$ cat src/evg_pkg.sv
`default_nettype none

package evg_pkg;

	// Frame length limit default
	localparam int MAX_FRAME_DEF = 1024;

	// Shared multiplier operand widths
	localparam int MUL_A_W = 32;
	localparam int MUL_B_W = 16;
	localparam int MUL_P_W = MUL_A_W + MUL_B_W;

	// Mean absolute value fits 16 bits (at most 32768)
	localparam int QUO_W = 16;

	// Configuration port
	localparam int CFG_IDX_W  = 3;
	localparam int CFG_DATA_W = 31;

	// Register indexes
	localparam logic [CFG_IDX_W-1:0] REG_ENERGY_THR = 3'd0;
	localparam logic [CFG_IDX_W-1:0] REG_VAR_THR    = 3'd1;
	localparam logic [CFG_IDX_W-1:0] REG_SILENCE    = 3'd2;
	localparam logic [CFG_IDX_W-1:0] REG_MIN_SPEECH = 3'd3;
	localparam logic [CFG_IDX_W-1:0] REG_BUDGET     = 3'd4;

	// Register reset values
	localparam logic [15:0] ENERGY_THR_RST = 16'd30;
	localparam logic [30:0] VAR_THR_RST    = 31'd800;
	localparam logic [15:0] SILENCE_RST    = 16'd1000;
	localparam logic [15:0] MIN_SPEECH_RST = 16'd150;
	localparam logic [23:0] BUDGET_RST     = 24'd80000;
	localparam logic [23:0] SES_CNT_MAX    = 24'hFFFFFF;

	// Operands of one multiply step
	typedef struct packed {
		logic [MUL_A_W-1:0] a;
		logic [MUL_B_W-1:0] b;
	} evg_mul_op_t;

	// Sequencer states
	typedef enum logic [3:0] {
		S_IDLE,
		S_ACC,
		S_F0,
		S_F1,
		S_F2,
		S_F3,
		S_F4,
		S_F5,
		S_F6,
		S_F7,
		S_WAIT,
		S_DEC
	} evg_state_t;

endpackage

`default_nettype wire

$ cat src/evg_mul.sv
`default_nettype none

module evg_mul (
	input  wire logic                         clk,
	input  wire evg_pkg::evg_mul_op_t         op,
	output logic [evg_pkg::MUL_P_W-1:0]       prod_q
);
	import evg_pkg::*;

	// One 32x16 product per cycle, registered
	always_ff @(posedge clk) begin
		prod_q <= MUL_P_W'(op.a) * MUL_P_W'(op.b);
	end

endmodule

`default_nettype wire

$ cat src/evg_div.sv
`default_nettype none

module evg_div #(
	parameter int DVS_W = 11
) (
	input  wire logic                            clk,
	input  wire logic                            arst_n,
	input  wire logic                            start,
	input  wire logic [DVS_W+evg_pkg::QUO_W-2:0] dividend,
	input  wire logic [DVS_W-1:0]                divisor,
	output logic                                 busy,
	output logic [evg_pkg::QUO_W-1:0]            quotient
);
	import evg_pkg::*;

	localparam int DVD_W = DVS_W + QUO_W - 1;
	localparam int CNT_W = $clog2(QUO_W);

	logic [DVD_W-1:0] rem_q;
	logic [DVD_W-1:0] dsr_q;
	logic [QUO_W-1:0] quo_q;
	logic [CNT_W-1:0] cnt_q;
	logic             busy_q;
	logic             ge;

	assign ge = rem_q >= dsr_q;

	// Step control
	always_ff @(posedge clk or negedge arst_n) begin
		if (!arst_n) begin
			busy_q <= 1'b0;
			cnt_q  <= '0;
		end else if (start) begin
			busy_q <= 1'b1;
			cnt_q  <= CNT_W'(QUO_W - 1);
		end else if (busy_q) begin
			if (cnt_q == '0) begin
				busy_q <= 1'b0;
			end
			cnt_q <= cnt_q - 1'b1;
		end
	end

	// Restoring division, one quotient bit a cycle, MSB first
	always_ff @(posedge clk) begin
		if (start) begin
			rem_q <= dividend;
			dsr_q <= DVD_W'(divisor) << (QUO_W - 1);
		end else if (busy_q) begin
			if (ge) begin
				rem_q <= rem_q - dsr_q;
			end
			dsr_q <= dsr_q >> 1;
			quo_q <= {quo_q[QUO_W-2:0], ge};
		end
	end

	assign busy     = busy_q;
	assign quotient = quo_q;

endmodule

`default_nettype wire

$ cat src/energy_variance_voice_activity_gate_unit.sv
// Energy and variance voice activity gate.
// Input channel (in_valid/in_ready) takes one audio sample per item with its
// frame_end, now_ms and session_start flags. Each sample is accepted in S_IDLE,
// which also issues the square to the shared 32x16 multiplier, and is then
// accumulated in S_ACC. A sample that closes a frame (frame_end, or the
// frame reaching MAX_FRAME samples) is followed by an evaluation:
// seven multiplier steps build n*sumsq - sum^2 and thr*n^2, while a 16-step
// restoring divider forms the mean absolute value; the divider sets the
// evaluation's length. The sequencer goes through S_F0 to S_F7, waits in
// S_WAIT for the divider, loads the result register in S_DEC and then
// returns to S_IDLE. in_ready is low in every state but S_IDLE.
// One result item per frame leaves on out_valid/out_ready from an output
// register; the next samples are taken while it waits. A second result
// that finds the register still full holds the sequencer until it drains.
// Once session_done is set, samples are dropped without a result until one
// with session_start. Configuration (cfg_valid/cfg_ready) is always ready.
// Reset puts the registers at their defaults and clears all session state.
`default_nettype none

module energy_variance_voice_activity_gate_unit #(
	parameter int MAX_FRAME = evg_pkg::MAX_FRAME_DEF
) (
	input  wire logic                            clk,
	input  wire logic                            arst_n,
	// configuration
	input  wire logic                            cfg_valid,
	output logic                                 cfg_ready,
	input  wire logic [evg_pkg::CFG_IDX_W-1:0]   cfg_index,
	input  wire logic [evg_pkg::CFG_DATA_W-1:0]  cfg_data,
	// samples
	input  wire logic                            in_valid,
	output logic                                 in_ready,
	input  wire logic signed [15:0]              sample,
	input  wire logic                            frame_end,
	input  wire logic [31:0]                     now_ms,
	input  wire logic                            session_start,
	// results
	output logic                                 out_valid,
	input  wire logic                            out_ready,
	output logic                                 frame_is_speech,
	output logic [15:0]                          frame_energy,
	output logic                                 speaking,
	output logic                                 forward_frame,
	output logic                                 valid_speech,
	output logic                                 speech_ended,
	output logic                                 session_done
);
	import evg_pkg::*;

	localparam int CNT_W  = $clog2(MAX_FRAME + 1);
	localparam int SUM_W  = CNT_W + 15;
	localparam int SQ_W   = CNT_W + 30;
	localparam int PROD_W = 2 * CNT_W + 31;

	evg_state_t state_q, state_d;

	// configuration registers
	logic [15:0] ethr_q;
	logic [30:0] vthr_q;
	logic [15:0] sil_q;
	logic [15:0] minsp_q;
	logic [23:0] budget_q;

	// session state
	logic             spk_q, valid_q, ended_q, done_q;
	logic [31:0]      start_t_q, last_t_q;
	logic [SUM_W-1:0] abs_q;
	logic [SQ_W-1:0]  sq_q;
	logic [CNT_W-1:0] frm_cnt_q;
	logic [23:0]      ses_cnt_q;

	// captured sample and evaluation scratch
	logic [15:0]       mag_q;
	logic              fend_q;
	logic [31:0]       now_q;
	logic [PROD_W-1:0] lhs_q, rhs_q;
	logic [31:0]       nn_q;
	logic              var_ok_q;

	// output register
	logic        out_valid_q;
	logic        res_speech_q, res_spk_q, res_fwd_q, res_valid_q, res_ended_q, res_done_q;
	logic [15:0] res_energy_q;

	logic [15:0]        smp_u, mag_in;
	logic               accept, skip, ld_out, div_start, div_busy;
	logic [CNT_W-1:0]   cnt_nx;
	logic               frame_last;
	logic [31:0]        sum32;
	logic [47:0]        sq48;
	logic [MUL_P_W-1:0] prod;
	logic [QUO_W-1:0]   energy;
	evg_mul_op_t        mop;

	logic        speech, spk_on, stop, spk_n, valid_n, ended_n, done_n;
	logic [31:0] start_n, last_n;

	// magnitude of the incoming sample; -32768 maps to 32768
	assign smp_u  = sample;
	assign mag_in = smp_u[15] ? (16'd0 - smp_u) : smp_u;

	assign accept = in_valid && in_ready;
	assign skip   = done_q && !session_start;
	assign cnt_nx = frm_cnt_q + 1'b1;
	assign frame_last = fend_q || (cnt_nx == CNT_W'(MAX_FRAME));
	assign sum32  = 32'(abs_q);
	assign sq48   = 48'(sq_q);

	evg_mul u_mul (
		.clk    (clk),
		.op     (mop),
		.prod_q (prod)
	);

	evg_div #(
		.DVS_W (CNT_W)
	) u_div (
		.clk      (clk),
		.arst_n   (arst_n),
		.start    (div_start),
		.dividend (abs_q),
		.divisor  (frm_cnt_q),
		.busy     (div_busy),
		.quotient (energy)
	);

	// frame decision and hangover
	always_comb begin
		speech  = (energy >= ethr_q) && (spk_q || var_ok_q);
		spk_on  = spk_q || speech;
		start_n = (!spk_q && speech) ? now_q : start_t_q;
		last_n  = speech ? now_q : last_t_q;
		valid_n = valid_q || (spk_on && ((now_q - start_n) >= 32'(minsp_q)));
		stop    = spk_on && !speech && ((now_q - last_n) >= 32'(sil_q));
		spk_n   = spk_on && !stop;
		ended_n = ended_q || stop;
		done_n  = done_q || (stop && valid_n) || (ses_cnt_q >= budget_q);
	end

	// state register
	always_ff @(posedge clk or negedge arst_n) begin
		if (!arst_n) begin
			state_q <= S_IDLE;
		end else begin
			state_q <= state_d;
		end
	end

	// sequencer: next state, multiplier operands, strobes
	always_comb begin
		state_d   = state_q;
		in_ready  = 1'b0;
		div_start = 1'b0;
		ld_out    = 1'b0;
		mop.a     = 32'(mag_in);
		mop.b     = mag_in;
		case (state_q)
			S_IDLE: begin
				in_ready = 1'b1;
				if (in_valid && !skip) begin
					state_d = S_ACC;
				end
			end
			S_ACC: begin
				state_d = frame_last ? S_F0 : S_IDLE;
			end
			S_F0: begin
				div_start = 1'b1;
				mop.a     = sq48[31:0];
				mop.b     = 16'(frm_cnt_q);
				state_d   = S_F1;
			end
			S_F1: begin
				mop.a   = 32'(sq48[47:32]);
				mop.b   = 16'(frm_cnt_q);
				state_d = S_F2;
			end
			S_F2: begin
				mop.a   = sum32;
				mop.b   = sum32[15:0];
				state_d = S_F3;
			end
			S_F3: begin
				mop.a   = sum32;
				mop.b   = sum32[31:16];
				state_d = S_F4;
			end
			S_F4: begin
				mop.a   = 32'(frm_cnt_q);
				mop.b   = 16'(frm_cnt_q);
				state_d = S_F5;
			end
			S_F5: begin
				mop.a   = 32'(vthr_q);
				mop.b   = prod[15:0];
				state_d = S_F6;
			end
			S_F6: begin
				mop.a   = 32'(vthr_q);
				mop.b   = nn_q[31:16];
				state_d = S_F7;
			end
			S_F7: begin
				state_d = S_WAIT;
			end
			S_WAIT: begin
				if (!div_busy) begin
					state_d = S_DEC;
				end
			end
			S_DEC: begin
				if (!out_valid_q || out_ready) begin
					ld_out  = 1'b1;
					state_d = S_IDLE;
				end
			end
			default: begin
				state_d = S_IDLE;
			end
		endcase
	end

	// configuration writes
	assign cfg_ready = 1'b1;

	always_ff @(posedge clk or negedge arst_n) begin
		if (!arst_n) begin
			ethr_q   <= ENERGY_THR_RST;
			vthr_q   <= VAR_THR_RST;
			sil_q    <= SILENCE_RST;
			minsp_q  <= MIN_SPEECH_RST;
			budget_q <= BUDGET_RST;
		end else if (cfg_valid) begin
			case (cfg_index)
				REG_ENERGY_THR: ethr_q   <= cfg_data[15:0];
				REG_VAR_THR:    vthr_q   <= cfg_data[30:0];
				REG_SILENCE:    sil_q    <= cfg_data[15:0];
				REG_MIN_SPEECH: minsp_q  <= cfg_data[15:0];
				REG_BUDGET:     budget_q <= cfg_data[23:0];
				default: ;
			endcase
		end
	end

	// session state and accumulators
	always_ff @(posedge clk or negedge arst_n) begin
		if (!arst_n) begin
			spk_q     <= 1'b0;
			valid_q   <= 1'b0;
			ended_q   <= 1'b0;
			done_q    <= 1'b0;
			start_t_q <= '0;
			last_t_q  <= '0;
			abs_q     <= '0;
			sq_q      <= '0;
			frm_cnt_q <= '0;
			ses_cnt_q <= '0;
		end else begin
			case (state_q)
				S_IDLE: begin
					if (accept && session_start) begin
						spk_q     <= 1'b0;
						valid_q   <= 1'b0;
						ended_q   <= 1'b0;
						done_q    <= 1'b0;
						start_t_q <= '0;
						last_t_q  <= now_ms;
						abs_q     <= '0;
						sq_q      <= '0;
						frm_cnt_q <= '0;
						ses_cnt_q <= '0;
					end
				end
				S_ACC: begin
					abs_q     <= abs_q + SUM_W'(mag_q);
					sq_q      <= sq_q + SQ_W'(prod[30:0]);
					frm_cnt_q <= cnt_nx;
					if (ses_cnt_q != SES_CNT_MAX) begin
						ses_cnt_q <= ses_cnt_q + 1'b1;
					end
				end
				S_DEC: begin
					if (ld_out) begin
						spk_q     <= spk_n;
						valid_q   <= valid_n;
						ended_q   <= ended_n;
						done_q    <= done_n;
						start_t_q <= start_n;
						last_t_q  <= last_n;
						abs_q     <= '0;
						sq_q      <= '0;
						frm_cnt_q <= '0;
					end
				end
				default: ;
			endcase
		end
	end

	// sample capture and variance terms
	always_ff @(posedge clk) begin
		if (accept) begin
			mag_q  <= mag_in;
			fend_q <= frame_end;
			now_q  <= now_ms;
		end
		case (state_q)
			S_F1:   lhs_q <= PROD_W'(prod);
			S_F2:   lhs_q <= lhs_q + (PROD_W'(prod) << 32);
			S_F3:   rhs_q <= PROD_W'(prod);
			S_F4:   rhs_q <= rhs_q + (PROD_W'(prod) << 16);
			S_F5: begin
				lhs_q <= (lhs_q >= rhs_q) ? (lhs_q - rhs_q) : '0;
				nn_q  <= prod[31:0];
			end
			S_F6:   rhs_q <= PROD_W'(prod);
			S_F7:   rhs_q <= rhs_q + (PROD_W'(prod) << 16);
			S_WAIT: var_ok_q <= lhs_q >= rhs_q;
			default: ;
		endcase
	end

	// output register
	always_ff @(posedge clk or negedge arst_n) begin
		if (!arst_n) begin
			out_valid_q <= 1'b0;
		end else if (ld_out) begin
			out_valid_q <= 1'b1;
		end else if (out_ready) begin
			out_valid_q <= 1'b0;
		end
	end

	always_ff @(posedge clk) begin
		if (ld_out) begin
			res_speech_q <= speech;
			res_energy_q <= energy;
			res_spk_q    <= spk_n;
			res_fwd_q    <= spk_on;
			res_valid_q  <= valid_n;
			res_ended_q  <= ended_n;
			res_done_q   <= done_n;
		end
	end

	assign out_valid       = out_valid_q;
	assign frame_is_speech = res_speech_q;
	assign frame_energy    = res_energy_q;
	assign speaking        = res_spk_q;
	assign forward_frame   = res_fwd_q;
	assign valid_speech    = res_valid_q;
	assign speech_ended    = res_ended_q;
	assign session_done    = res_done_q;

	// checks
	a_res_from_dec: assert property (@(posedge clk) disable iff (!arst_n)
		$rose(out_valid_q) |-> $past(state_q == S_DEC))
		else $error("result appeared outside frame decision");

	a_frame_cnt: assert property (@(posedge clk) disable iff (!arst_n)
		frm_cnt_q <= CNT_W'(MAX_FRAME))
		else $error("frame sample count beyond limit");

	a_div_done: assert property (@(posedge clk) disable iff (!arst_n)
		state_q == S_DEC |-> !div_busy)
		else $error("decision taken before mean value is ready");

	a_stopped: assert property (@(posedge clk) disable iff (!arst_n)
		(accept && done_q && !session_start) |=> state_q == S_IDLE)
		else $error("sample processed after session stop");

endmodule

`default_nettype wire

$ cat config.mk
export PLATFORM = sky130hd
export DESIGN_NAME = energy_variance_voice_activity_gate_unit
export DESIGN_NICKNAME = d
export VERILOG_FILES = /design/src/evg_pkg.sv /design/src/evg_mul.sv /design/src/evg_div.sv /design/src/energy_variance_voice_activity_gate_unit.sv
export SDC_FILE = /design/constraint.sdc
export NUM_CORES = 2
export LEC_CHECK = 0
export BUFFER_PORTS_ARGS = -buffer_cell sky130_fd_sc_hd__buf_2
export CORE_MARGIN = 2
export CORE_UTILIZATION = 45
export DETAILED_ROUTE_END_ITERATION = 10
export MAX_ROUTING_LAYER = met4
export PLACE_DENSITY = 0.58
export SLEW_MARGIN = 5
export SYNTH_ARGS = -nofsm -noshare
export SYNTH_HDL_FRONTEND = slang
export SYNTH_SLANG_ARGS = --single-unit
export TNS_END_PERCENT = 50
$ cat constraint.sdc
create_clock -name clk -period 18.15 [get_ports clk]
set_clock_uncertainty 0.15 [all_clocks]
set_input_delay 1.815 -clock clk [delete_from_list [all_inputs] [get_ports clk]]
set_output_delay 1.815 -clock clk [all_outputs]
set_load 0.03 [all_outputs]
==> results.py <==
metrics = {
    "timing": {
        "finalSetupViolCount": 0,
        "finalHoldViolCount": 0,
        "max-slew-margin-rel_pct": 21.2,
        "fin_crit_sh_pct": 59.7,
        "timing.fmax_ghz": 0.0922,
        "rsz0062_at_grt": "no",
        "tns_ns": 0,
        "worstMarginPinSlew_ns": 1.17,
        "final_max_slew_viol_count": 0,
        "period_needed_ns": 10.84,
    },
    "setup_path": {
        "critPathMaxStageDelay_ns": 0.79,
        "critPathRequiredTime_ns": 18.60,
        "critPathSlowestCell": "a21oi_1",
        "crit_type": "in -> reg",
        "worstSetupStartpointType": "input pin",
        "cp_max_fo": 12,
        "cp_common_cell": "fa_1",
        "cp.arrival_ns": 11.29,
        "end_kind": "flip-flop",
    },
    "logic_synthesis": {
        "avgSynthCellArea_um2": 8.96,
        "synth-seq-area-share_pct": 29.3,
        "synth_top_area_share_pct": 15.8,
        "yosysMostFrequentCell": "nand2_1",
        "synth_area_um2": 53900,
        "yosys-top-cells-area": "fa_1 16%, edfxtp_1 14%, dfrtp_1 12%",
        "ys_warn_count": 0,
        "yosys.area.top_type": "fa_1",
        "ys_ff_latch": 593,
        "synth.distinct_cells": 80,
        "synth_commonest_cells": "843 x nand2_1, 741 x inv_1, 447 x o21ai_0",
        "synth_cells": 6016,
        "ys.flop_type": "dfrtp_1",
        "synth_edf_count": 247,
        "async_flop_share_pct": 47.7,
    },
    "clock_network": {
        "clock_latency_ns": 0.68,
        "cts_max_level": 3,
        "cts_buffers": 79,
        "post_cts_buffers": 0,
        "cts_sinks": 593,
        "root_buffer": "clkbuf_16",
        "ctsResizeCount": 0,
        "clk_path_buf_depth": 3,
        "ctsHoldBuffers": 0,
        "cts_tree": "built",
        "clk_pin_slew_worst_paths_ns": 0.06,
    },
    "placement": {
        "hpwl_mm": 140,
        "gp_congestion": 0.980,
        "portBuffers": 112,
    },
    "detailed_routing": {
        "routed_via_density": 5.73,
        "finalWirelength_mm": 183,
        "drtPass1Iterations": 6,
        "antenna_left": 0,
        "wl_per_cell_um": 23.6,
        "first_iter_violations": 4018,
        "drc_errors": 0,
        "num_vias": 44500,
    },
    "floorplanning": {
        "fp-row-count": 126,
        "coreArea_um2": 118000,
        "initial_core_util_pct": 45.5,
        "die_y_um": 350,
        "dieWidth_um": 350,
        "die_area_um2": 123000,
        "io_pins": 114,
    },
    "outcome": {
        "outcome": "complete, no violations",
    },
    "global_routing": {
        "grt_max_degree": 102,
        "grt_pass1_wl_mm": 277,
        "grt_overflow": 0,
        "first_global_vias": 43900,
        "antenna_found_initial": 8,
        "grt.total_usage_pct": 31.0,
    },
    "finish": {
        "syn_to_final_growth_pct": 10.3,
        "nets": 7049,
        "drive_gt1_share_pct": 7.71,
    },
    "run": {
        "drv_cap": 0,
    },
    "min_path": {
        "hold_path_class": "reg -> reg",
    },
}
==> kinds of logic after synthesis <==
logic type,Yosys count,share of synthesized area (%)
fa+ha+maj,866,26.0
simple gates,1800,14.9
flops,593,29.3
compound gates,1380,15.9
other cells,2,0.0139
xor+xnor,277,4.50
buf+inv,961,6.70
mux,137,2.67
==> critical path, delay by kind of cell <==
family                   cells  cell delay, ns
AO/OA/AOI/OAI                8            2.82
XOR/XNOR                     2            0.41
adder cells (fa/ha/maj)      8            3.64
buffers and inverters        5            0.40
AND/OR/NAND/NOR              9            2.15
==> registers in the layout, summed over array words and instances (netlist names), 24 cells and up <==
register and cells:
abs_q 26, lhs_q 53, u_div.dsr_q 26, vthr_q 31, now_q 32, ses_cnt_q 24
budget_q 24, sq_q 41, u_div.rem_q 26, rhs_q 53, start_t_q 32, last_t_q 32
u_mul.prod_q 48
==> metrics by stage <==
stage	area [um^2]	hold slack (ns)	cells	setup slack (ns)	util, %
after floorplan	53900	0.281	6020	8.31	-
after global placement	56600	0.304	7613	6.85	47.8
after detailed placement	56600	0.312	7613	6.63	47.8
after CTS	59500	0.325	7761	7.33	50.2
after global routing	59500	0.349	7765	6.61	50.2
final	59500	0.323	7766	7.31	50.2
==> cells in the final DEF (no fill, tap or decap), drive strengths merged, types with 132 or more instances in the layout <==
cell,synthesis,routed
a21o,141,141
a21oi,351,351
buf,18,212
dfrtp,261,261
edfxtp,247,247
fa,426,426
ha,440,440
inv,741,746
nand2,843,843
nand3,132,132
nor2,403,403
o21ai,453,453
xnor2,148,148
==> area by class of cell <==
| cell class | count | area [um^2] |
|---|---|---|
| fill | 11300 | 58900 |
| multi-input combinational | 4466 | 34700 |
| sequential | 593 | 15800 |
| inverter | 742 | 2790 |
| clock buffer | 105 | 2270 |
| tap | 1600 | 2000 |
| timing repair buffer | 212 | 1320 |
| clock inverter | 43 | 609 |
| antenna | 5 | 12.5 |
==> layer usage <==
layer | wire [um] | global-route usage, % | vias up
li1 | - | - | 20600
met1 | 79900 | 41.5 | 22000
met5 | 0 | - | -
met4 | 6620 | 10.4 | 0
met3 | 14900 | 5.97 | 319
met2 | 81600 | 47.3 | 1599
==> path summary, 6_finish.rpt <==
| kind | startpoint | to | slack [ns] | depth (start not counted) |
|---|---|---|---|---|
| setup / recovery | sample[0] | u_mul.prod_q[46] | 7.31 | 32 |
| hold / removal | ended_q | ended_q | 0.32 | 2 |
| setup reg to reg | state_q[3] | u_mul.prod_q[46] | 7.32 | 29 |
| hold reg to reg | ended_q | ended_q | 0.32 | 2 |
| max in group asynchronous | arst_n | budget_q[23] | 14.65 | 3 |
| min in group asynchronous | arst_n | last_t_q[19] | 0.99 | 1 |
Power is left out: the tool's default activity adds up to more than one toggle a clock period on the data nets, which glitch-free logic cannot reach.
